<file path="src/rtl/core/fddi_pcm_pkg.sv">
package fddi_pcm_pkg;

	// connection phase codes
	localparam logic [2:0] PH_OFF  = 3'd0;
	localparam logic [2:0] PH_SIG  = 3'd1;
	localparam logic [2:0] PH_LCT  = 3'd2;
	localparam logic [2:0] PH_JOIN = 3'd3;
	localparam logic [2:0] PH_ACT  = 3'd4;

	// line state commands
	localparam logic [2:0] LC_STOP  = 3'd0;
	localparam logic [2:0] LC_START = 3'd1;
	localparam logic [2:0] LC_IDLE  = 3'd2;
	localparam logic [2:0] LC_LOOP  = 3'd3;
	localparam logic [2:0] LC_JOIN  = 3'd4;

	// event codes
	localparam logic [2:0] EV_START = 3'd0;
	localparam logic [2:0] EV_STOP  = 3'd1;
	localparam logic [2:0] EV_BREAK = 3'd2;
	localparam logic [2:0] EV_CODE  = 3'd3;
	localparam logic [2:0] EV_EN    = 3'd4;
	localparam logic [2:0] EV_TRACE = 3'd5;

	// register word index
	localparam logic REG_OWN_TYPE = 1'b0;
	localparam logic REG_LOOPBACK = 1'b1;

	localparam logic [1:0] OWN_TYPE_RST = 2'd2;
	localparam logic [1:0] LOOPBACK_RST = 2'd0;

	// bit count at the end of each signalling group
	localparam logic [3:0] BC_GRP1 = 4'd3;
	localparam logic [3:0] BC_GRP2 = 4'd7;
	localparam logic [3:0] BC_GRP3 = 4'd8;
	localparam logic [3:0] BC_GRP4 = 4'd10;

	localparam int NBITS = 10;

	// result item, first field in the high bits
	typedef struct packed {
		logic [1:0] loop_select;
		logic [1:0] peer_kind;
		logic       restarted;
		logic       link_up;
		logic [1:0] test_length;
		logic [2:0] tx_length;
		logic [3:0] tx_vector;
		logic [2:0] line_command;
		logic [2:0] phase;
	} pcm_result_t;

	localparam int RES_W = $bits(pcm_result_t);

endpackage

</file>
<file path="src/rtl/core/fddi_pcm_signalling_fsm_unit.sv">
// an accepted input transaction passes the input register and then the result register,
// from which its result is offered on the result side
// throughput: one event per cycle; the input register and the result register
// move together, so s_tready stays high while the result side keeps up
// reset: arst_n clears the connection state to off / stop, the own port type to S (2)
// and loopback_mode to none; no clearing pass is needed
module fddi_pcm_signalling_fsm_unit import fddi_pcm_pkg::*; (
	input  logic        clk,
	input  logic        arst_n,
	input  logic        s_tvalid,
	output logic        s_tready,
	input  logic [15:0] s_tdata,  // rx_bits[3:0], break_reason[6:4], link_errors[14:7]
	input  logic [2:0]  s_tuser,  // req_type[2:0]
	output logic        m_tvalid,
	input  logic        m_tready,
	output logic [23:0] m_tdata,  // phase[2:0], line_command[5:3], tx_vector[9:6],
	                              // tx_length[12:10], test_length[14:13], link_up[15],
	                              // restarted[16], peer_kind[18:17], loop_select[20:19]
	input  logic        psel,
	input  logic        penable,
	input  logic        pwrite,
	input  logic [2:0]  paddr,
	input  logic [31:0] pwdata,
	output logic [31:0] prdata,
	output logic        pready
);

	// configuration registers
	logic [1:0] own_type_q;
	logic [1:0] loopback_q;

	// input stage
	logic       valid_s1;
	logic [2:0] ev_s1;
	logic [3:0] rx_s1;
	logic [2:0] reason_s1;
	logic [7:0] errs_s1;

	// result stage
	logic        valid_s2;
	pcm_result_t res_s2;

	// connection state
	logic [2:0]       phase_q;
	logic [3:0]       bc_q;
	logic [NBITS-1:0] sent_q;
	logic [NBITS-1:0] recv_q;
	logic [1:0]       peer_q;
	logic [3:0]       txg_q;
	logic [2:0]       txc_q;
	logic [2:0]       cmd_q;
	logic [1:0]       tls_q;
	logic             joined_q;
	logic [1:0]       loop_q;

	// next state
	logic [2:0]       nxt_phase;
	logic [3:0]       nxt_bc;
	logic [NBITS-1:0] nxt_sent;
	logic [NBITS-1:0] nxt_recv;
	logic [1:0]       nxt_peer;
	logic [3:0]       nxt_txg;
	logic [2:0]       nxt_txc;
	logic [2:0]       nxt_cmd;
	logic [1:0]       nxt_tls;
	logic             nxt_joined;
	logic [1:0]       nxt_loop;
	logic             do_restart;
	logic [NBITS-1:0] recv_upd;
	logic [3:0]       bc_new;
	pcm_result_t      res;

	logic adv;
	logic cfg_wr;

	// apb port
	assign pready = 1'b1;
	assign cfg_wr = psel & penable & pwrite & pready;

	always_comb begin
		unique case (paddr[2])
			REG_OWN_TYPE: prdata = {30'd0, own_type_q};
			REG_LOOPBACK: prdata = {30'd0, loopback_q};
			default:      prdata = '0;
		endcase
	end

	always_ff @(posedge clk or negedge arst_n) begin
		if (!arst_n) begin
			own_type_q <= OWN_TYPE_RST;
			loopback_q <= LOOPBACK_RST;
		end else if (cfg_wr) begin
			unique case (paddr[2])
				REG_OWN_TYPE: own_type_q <= pwdata[1:0];
				REG_LOOPBACK: loopback_q <= pwdata[1:0];
				default:      ;
			endcase
		end
	end

	// handshake: stage 1 moves on whenever the result register is free or drains
	assign adv      = valid_s1 & (~valid_s2 | m_tready);
	assign s_tready = ~valid_s1 | adv;
	assign m_tvalid = valid_s2;
	assign m_tdata  = {{(24 - RES_W){1'b0}}, res_s2};

	// received group merged into the stored bits
	always_comb begin
		logic [3:0] off;
		logic [3:0] pos;
		recv_upd = recv_q;
		for (int p = 0; p < NBITS; p++) begin
			pos = 4'(p);
			off = pos - bc_q;
			if (pos >= bc_q && off < {1'b0, txc_q} && off < 4'd4)
				recv_upd[p] = rx_s1[off[1:0]];
		end
	end

	assign bc_new = bc_q + {1'b0, txc_q};

	// event handling
	always_comb begin
		nxt_phase  = phase_q;
		nxt_bc     = bc_q;
		nxt_sent   = sent_q;
		nxt_recv   = recv_q;
		nxt_peer   = peer_q;
		nxt_txg    = txg_q;
		nxt_txc    = txc_q;
		nxt_cmd    = cmd_q;
		nxt_tls    = tls_q;
		nxt_joined = joined_q;
		nxt_loop   = loop_q;
		do_restart = 1'b0;

		case (ev_s1)
			EV_START: begin
				nxt_loop    = loopback_q;
				nxt_sent[0] = 1'b0;
				nxt_sent[1] = own_type_q[1];
				nxt_sent[2] = own_type_q[0];
				nxt_sent[4] = 1'b0;
				nxt_sent[5] = 1'b0;
				nxt_sent[6] = 1'b0;
				nxt_sent[8] = 1'b0;
				nxt_sent[9] = 1'b1;
				do_restart  = 1'b1;
			end
			EV_STOP: begin
				nxt_joined = 1'b0;
				nxt_cmd    = LC_STOP;
				nxt_phase  = PH_OFF;
			end
			EV_BREAK: begin
				if (reason_s1 != 3'd0 && phase_q != PH_OFF)
					do_restart = 1'b1;
			end
			EV_CODE: begin
				if (phase_q == PH_SIG) begin
					nxt_recv = recv_upd;
					nxt_bc   = bc_new;
					case (bc_new)
						BC_GRP1: begin
							if (recv_upd[0]) begin
								do_restart = 1'b1;
							end else begin
								nxt_peer    = {recv_upd[1], recv_upd[2]};
								nxt_sent[3] = 1'b1;
								nxt_txg     = {sent_q[6], sent_q[5], sent_q[4], 1'b1};
								nxt_txc     = 3'd4;
							end
						end
						BC_GRP2: begin
							// longer of the two requested test lengths
							if ({recv_upd[4], recv_upd[5]} > {sent_q[4], sent_q[5]})
								nxt_tls = {recv_upd[4], recv_upd[5]};
							else
								nxt_tls = {sent_q[4], sent_q[5]};
							nxt_cmd   = recv_upd[6] ? LC_LOOP : LC_IDLE;
							nxt_phase = PH_LCT;
						end
						BC_GRP3: begin
							if (sent_q[7] || recv_upd[7]) begin
								// failed short test asks for medium next time
								if (!sent_q[4] && !sent_q[5])
									nxt_sent[5] = 1'b1;
								do_restart = 1'b1;
							end else begin
								nxt_txg = {2'b00, sent_q[9], sent_q[8]};
								nxt_txc = 3'd2;
							end
						end
						BC_GRP4: begin
							nxt_cmd   = LC_JOIN;
							nxt_phase = PH_JOIN;
						end
						default: ;
					endcase
				end else if (phase_q == PH_LCT) begin
					nxt_sent[7] = (errs_s1 != 8'd0);
					nxt_cmd     = LC_START;
					nxt_txg     = {3'b000, errs_s1 != 8'd0};
					nxt_txc     = 3'd1;
					nxt_phase   = PH_SIG;
				end
			end
			EV_EN: begin
				if (phase_q == PH_JOIN) begin
					nxt_phase  = PH_ACT;
					nxt_joined = 1'b1;
				end
			end
			EV_TRACE: begin
				if (phase_q == PH_ACT) begin
					nxt_joined = 1'b0;
					nxt_cmd    = LC_STOP;
					nxt_phase  = PH_OFF;
				end
			end
			default: ;
		endcase

		// restart of signalling: first group is escape flag and port type
		if (do_restart) begin
			nxt_joined = 1'b0;
			nxt_bc     = 4'd0;
			nxt_txg    = {1'b0, nxt_sent[2:0]};
			nxt_txc    = 3'd3;
			nxt_cmd    = LC_START;
			nxt_phase  = PH_SIG;
		end
	end

	// result from the updated state
	always_comb begin
		res.phase        = nxt_phase;
		res.line_command = nxt_cmd;
		res.tx_vector    = nxt_txg;
		res.tx_length    = nxt_txc;
		res.test_length  = nxt_tls;
		res.link_up      = nxt_joined;
		res.restarted    = do_restart;
		res.peer_kind    = nxt_peer;
		res.loop_select  = nxt_loop;
	end

	// input register
	always_ff @(posedge clk or negedge arst_n) begin
		if (!arst_n) begin
			valid_s1 <= 1'b0;
		end else if (s_tready) begin
			valid_s1 <= s_tvalid;
		end
	end

	always_ff @(posedge clk) begin
		if (s_tvalid && s_tready) begin
			ev_s1     <= s_tuser;
			rx_s1     <= s_tdata[3:0];
			reason_s1 <= s_tdata[6:4];
			errs_s1   <= s_tdata[14:7];
		end
	end

	// result register
	always_ff @(posedge clk or negedge arst_n) begin
		if (!arst_n) begin
			valid_s2 <= 1'b0;
		end else if (adv) begin
			valid_s2 <= 1'b1;
		end else if (m_tready) begin
			valid_s2 <= 1'b0;
		end
	end

	always_ff @(posedge clk) begin
		if (adv)
			res_s2 <= res;
	end

	// connection state
	always_ff @(posedge clk or negedge arst_n) begin
		if (!arst_n) begin
			phase_q  <= PH_OFF;
			bc_q     <= 4'd0;
			sent_q   <= '0;
			recv_q   <= '0;
			peer_q   <= 2'd0;
			txg_q    <= 4'd0;
			txc_q    <= 3'd1;
			cmd_q    <= LC_STOP;
			tls_q    <= 2'd0;
			joined_q <= 1'b0;
			loop_q   <= 2'd0;
		end else if (adv) begin
			phase_q  <= nxt_phase;
			bc_q     <= nxt_bc;
			sent_q   <= nxt_sent;
			recv_q   <= nxt_recv;
			peer_q   <= nxt_peer;
			txg_q    <= nxt_txg;
			txc_q    <= nxt_txc;
			cmd_q    <= nxt_cmd;
			tls_q    <= nxt_tls;
			joined_q <= nxt_joined;
			loop_q   <= nxt_loop;
		end
	end

endmodule

</file>
<file path="config.mk">
export PLATFORM = sky130hd
export DESIGN_NAME = fddi_pcm_signalling_fsm_unit
export DESIGN_NICKNAME = d
export VERILOG_FILES = /design/src/rtl/core/fddi_pcm_pkg.sv /design/src/rtl/core/fddi_pcm_signalling_fsm_unit.sv
export SDC_FILE = /design/constraint.sdc
export NUM_CORES = 1
export LEC_CHECK = 0
export BUFFER_PORTS_ARGS = -buffer_cell sky130_fd_sc_hd__buf_4
export CORE_ASPECT_RATIO = 1.75
export CORE_UTILIZATION = 25
export DETAILED_ROUTE_END_ITERATION = 10
export GPL_ROUTABILITY_DRIVEN = 0
export SYNTH_ARGS = -nofsm -noshare
export SYNTH_HDL_FRONTEND = slang
export SYNTH_SLANG_ARGS = --single-unit
</file>
<file path="constraint.sdc">
create_clock -name clk -period 3.6 [get_ports clk]
set_clock_uncertainty 0.2 [all_clocks]
set_input_delay 0.72 -clock clk [delete_from_list [all_inputs] [get_ports clk]]
set_output_delay 0.72 -clock clk [all_outputs]
set_load 0.1 [all_outputs]
</file>
==> After elaboration in Yosys (flattened, before gate mapping) <==
Cells that the tools add are included.
{ "classes": {"add_sub_neg": 8, "n_lt_le_gt_ge": 29, "eq_ne": 17, "n_mux": 80, "n_bitwise": 9, "n_reduce_logical": 33} }
{ "op_table": {"columns": ["cell", "count"], "rows": [
  ["$pmux W32 S2", 1],
  ["$mux W3", 16],
  ["$mux W4", 9],
  ["$lt A4 B3 Y1", 7],
  ["$lt A4 B3 Y1 const B", 7],
  ["$mux W1", 28],
  ["$lt A2 B3 Y1 const B", 7],
  ["$mux W2", 9],
  ["$pmux W3 S2", 3],
  ["$ge A3 B4 Y1 const A", 4],
  ["$logic_and A1 B1 Y1", 16],
  ["$sub A3 B4 Y4 const A", 4],
  ["$bmux W1 S2", 7],
  ["$eq A3 B2 Y1 const B", 4],
  ["$pmux W3 S4", 1],
  ["$eq A3 B3 Y1 const B", 3],
  ["$pmux W3 S3", 1],
  ["$eq A4 B4 Y1 const B", 2],
  ["$ge A1 B4 Y1 const A", 2],
  ["$pmux W4 S2", 1],
  ["$reduce_bool A2 Y1", 4],
  ["$reduce_bool A8 Y1", 1],
  ["$sub A1 B4 Y4 const A", 2],
  ["$eq A3 B1 Y1 const B", 2],
  ["other kinds (21)", 35]
]} }
{ "totals": {"register_bits": 82, "in_bits": 61, "out_inout_bits": 59, "word_cells": 207} }

==> Longest topological paths before layout <==
{ "depth": {"depth_word": 12, "mapped_depth": 12, "depth_no_buf": 11} }

==> Worst setup path before layout <==
OpenSTA, ideal clock, no wires.
{ "synth_timing": {"path_type": "reg2reg", "start": "register bc_q[1]", "end": "register res_s2 (netlist bit m_tdata[13]), data pin", "setup_ns": 0.260, "arrival_time_ns": 2.968, "t_required_ns": 3.140, "path_slack_ns": 0.172, "stages_incl_launch_ff": 12, "path_buffers": 0, "synth_period_minus_slack_ns": 3.428, "path_cell_list": "dfrtp_1 inv_1 ha_1 inv_1 ha_1 or4_1 a211oi_1 mux2i_1 ha_1 o21ai_0 mux2i_1 mux2_2"} }
{ "synth_between": {"elab_chain_len": 10, "word_cells_on_any_way": 25, "cone_classes": "add/sub: 3; order compare: 7; eq/ne: 1; mux: 10; reduce/logical: 4"} }
{ "synth_rtl": {"columns": ["item", "line_no", "text"], "rows": [
  ["start: declaration", "fddi_pcm_signalling_fsm_unit.sv:45", "logic [3:0] bc_q;"],
  ["start signal: assignment", "fddi_pcm_signalling_fsm_unit.sv:298", "bc_q <= nxt_bc;"],
  ["$sub A3 B4 Y4", "fddi_pcm_signalling_fsm_unit.sv:114", "off = pos - bc_q;"],
  ["$lt A4 B3 Y1", "fddi_pcm_signalling_fsm_unit.sv:115", "if (pos >= bc_q && off < {1'b0, txc_q} && off < 4'd4)"],
  ["$logic_and A1 B1 Y1 (2 in a row)", "fddi_pcm_signalling_fsm_unit.sv:115", null],
  ["$mux W1", "fddi_pcm_signalling_fsm_unit.sv:115", null],
  ["$gt A2 B1 Y1", "fddi_pcm_signalling_fsm_unit.sv:176", "if ({recv_upd[4], recv_upd[5]} > {sent_q[4], sent_q[5]})"],
  ["$mux W2", "fddi_pcm_signalling_fsm_unit.sv:176", null],
  ["$mux W2 (*)", "fddi_pcm_signalling_fsm_unit.sv:163", "case (bc_new)"],
  ["$mux W2 (*)", "fddi_pcm_signalling_fsm_unit.sv:160", "if (phase_q == PH_SIG) begin"],
  ["$mux W2 (*)", "fddi_pcm_signalling_fsm_unit.sv:137", "case (ev_s1)"],
  ["net nxt_tls[0]", "fddi_pcm_signalling_fsm_unit.sv:65", "logic [1:0] nxt_tls;"],
  ["end signal: assignment", "fddi_pcm_signalling_fsm_unit.sv:279", "res_s2 <= res;"],
  ["end: declaration", "fddi_pcm_signalling_fsm_unit.sv:41", "pcm_result_t res_s2;"]
]} }
Mark *: on every way through the listed nets, which the timed path passes. The rest lies on a longest branch. The select of a mux whose other input is x is not followed.
A chain may end at the register's enable or synchronous reset.

==> Worst setup path after layout <==
{ "layout_timing": {"start": "register bc_q[2]", "end": "register res_s2 (netlist bit m_tdata[13]), data pin"} }
The elaborated chain is that of the path after synthesis.

==> results by group <==
Timing
  • Final-report max-slew violation count: 0
  • Max Clk Rate: 0.294 GHz
  • Setup violators final: 0
  • Hold Vio Cnt, Final: 0
  • Worst-Margin Slew: 0.823 ns
  • RSZ-0062 raised after global routing: no
  • Final worst path period share: 94.6%
  • Tmin final: 3.41 ns
  • Worst relative slew slack: 45.1%
  • Setup TNS: 0 ns

Route
  • Iteration-0 DRC Markers: 297
  • Residual DRC: 0
  • Vias per cell: 4.68
  • WL/cell: 15.6 um
  • Vias post-DR: 3510
  • Remaining antenna violation count: 0
  • First-pass DRT Iterations: 4
  • Total Wirelength: 11700 um

Worst setup path
  • CP Class: flop to flop
  • Startpoint Class: flop
  • Crit. End Element: flop
  • CP Data Required Time: 3.49 ns
  • Worst r2r src: bc_q[2]
  • Worst reg2reg endpoint: m_tdata[13]
  • R2R Setup Slk: 0.19 ns
  • FF-to-FF path depth: 11
  • Critical path arrival: 3.29 ns
  • Crit path max fanout: 4

CTS
  • Root Driver: clkbuf_16
  • CTS Hold Buffers Added: 0
  • Post-CTS Setup Inserts: 0
  • CTS sink cnt: 82
  • Clock slew at reported path FFs: 0.06 ns
  • CTS tree: yes
  • Max Root-Sink Buffers: 2
  • H-tree depth: 3
  • Clock Latency Late Sink: 0.34 ns
  • PostCTS Resize Cnt: 0
  • CTS buffer count: 9

Cells and area
  • Post-layout util: 30.3%
  • Finished Layout Cells: 750
  • Leading cell type in the layout, fill and taps excluded: buf_4
  • Final nets: 593
  • # fillers: 1907
  • Area added between synthesis and finish: 18.2%
  • Final Instance Area: 5680 um^2
  • Antenna diodes: 0
  • Share of post-route cells with drive strength above 1: 25.0%
  • Most frequent cells in the layout: buf_4, nand2_1, dfrtp_1, edfxtp_1, conb_1

Min path
  • Hold Crit Class: input pin to asynchronous set/reset pin

Synthesis
  • Yosys warns: 0
  • Number of synthesized flops with an enable pin: 39
  • Seq/Total Area, Yosys: 46.8%
  • Cell Area, Synth: 4810 um^2
  • Ys flop type: dfrtp_1
  • Post-Synthesis Cells: 445
  • Synth Area per Inst: 10.8 um^2
  • Cell variety after synth: 69
  • Synthesis-stage register bit count: 82
  • Asr flop ratio synth: 52.4%

Global route
  • Gr ovfl total: 0
  • First-pass GRT wire length: 18700 um
  • Busiest grt layer: met2
  • Initial antenna violation count: 0
  • Grt met3 use: 1.48%
  • Vias in the first global route: 3601
  • GRT Overall Usage: 12.5%
  • GR Util met2: 24.4%
  • Met1 Usage GRT: 11.8%
  • Largest net degree at the start of global routing: 44

Run
  • # Max-Cap Violations: 0

Power
  • Maximum VDD drop: 0.000268 V
  • Pwr dens: 649 nW/um^2
  • Tot Pwr: 3.68 mW
  • Leak Pwr: 2.39 nW

Floorplan
  • Die area: 19800 um^2
  • Row Count: 66
  • Die Ht: 185 um
  • IO Pins: 120
  • Chip width: 107 um
  • Initial Util: 25.6%
  • Core area: 18700 um^2

Run status
  • Status: finished, final reports clean

Place
  • Dpl cells: 734
  • Placed inst area: 5400 um^2
  • PortBufs: 52
  • DPL Wire Length: 9050 um
## where the power goes
group | leakage, nW | switching, mW | internal [mW]
clock network | 0.143 | 0.359 | 0.504
registers | 0.912 | 0.128 | 1.17
logic | 1.33 | 1.06 | 0.461
## through the flow
step / hold slack, ns / setup slack, ns
2_1_floorplan: 0.224 / 0.172
3_3_place_gp: 0.238 / 0.217
3_5_place_dp: 0.266 / 0.175
4_1_cts: 0.212 / 0.163
5_1_grt: 0.237 / 0.0167
6_report: 0.187 / 0.193
## how the worst max path moves through the flow
stage             endpoint  depth (start not counted)  slack [ns]    start
6_report       m_tdata[13]                         11        0.19  bc_q[2]
5_1_grt        m_tdata[13]                         11        0.02  bc_q[2]
4_1_cts        m_tdata[13]                         11        0.16  bc_q[2]
3_5_place_dp   m_tdata[13]                         11        0.17  bc_q[2]
3_3_place_gp   m_tdata[13]                         11        0.22  bc_q[2]
2_1_floorplan  m_tdata[13]                         11        0.17  bc_q[1]
## worst max-delay path, cell delays in order, from the launching register on
cell and delay, ns:
dfrtp_1 0.34, inv_1 0.09, ha_1 0.33, inv_1 0.06, ha_1 0.17, or4_1 0.47
a211oi_1 0.29, mux2i_1 0.33, ha_1 0.28, o21ai_0 0.19, mux2i_1 0.12, mux2_2 0.28
## synthesized netlist by cell type, drive strengths merged (6+ instances only)
cell | number | area share [%]
edfxtp | 39 | 24
o21ai | 32 | 3.3
mux2 | 20 | 4.7
nand4 | 6 | 0.78
clkbuf | 6 | 0.47
nand2 | 41 | 3.2
mux2i | 12 | 2.5
buf | 43 | 6.5
nor2 | 25 | 2.0
a21oi | 17 | 1.9
dfrtp | 41 | 21
nor3 | 7 | 0.96
nand3 | 12 | 1.4
ha | 24 | 6.2
inv | 25 | 2.0
and2 | 6 | 0.78
## flip-flops by register name, indices dropped and copies added (netlist names)
| name | cells |
|---|---|
| recv_q | 7 |
| txc_q | 3 |
| own_type_q | 2 |
| txg_q | 4 |
| joined_q | 1 |
| bc_q | 4 |
| phase_q | 3 |
| reason_s1 | 3 |
| loopback_q | 2 |
| peer_q | 2 |
| ev_s1 | 3 |
| m_tvalid | 1 |
| sent_q | 6 |
| tls_q | 2 |
| cmd_q | 3 |
| m_tdata | 21 |
| errs_s1 | 8 |
| loop_q | 2 |
| rx_s1 | 4 |
| valid_s1 | 1 |
## kinds of logic after synthesis
family	synth area share [%]
DFF	46.8
other	0.156
muxes	9.06
adders and majority gates	6.66
and+or+nand+nor	14.2
AOI/OAI and AO/OA	13.5
buffers and inverters	8.95
xor gates and xnor gates	0.729
## layout make-up
type	instances	area, um^2	share of cell area, %
clock buffers	12	256	4.52
well taps	238	298	5.24
inverters	25	93.8	1.65
repair buffers	68	510	8.99
multi-input cells	321	2250	39.6
clock inverters	4	25.0	0.441
flip-flops and latches	82	2250	39.6
## metal layers
layer	wire (um)	vias to the layer above
li1	-	1669
met1	4080	1717
met2	6710	100
met3	289	24
met4	621	0
met5	0	-
Note: power is estimated with default switching activity, not from simulation.
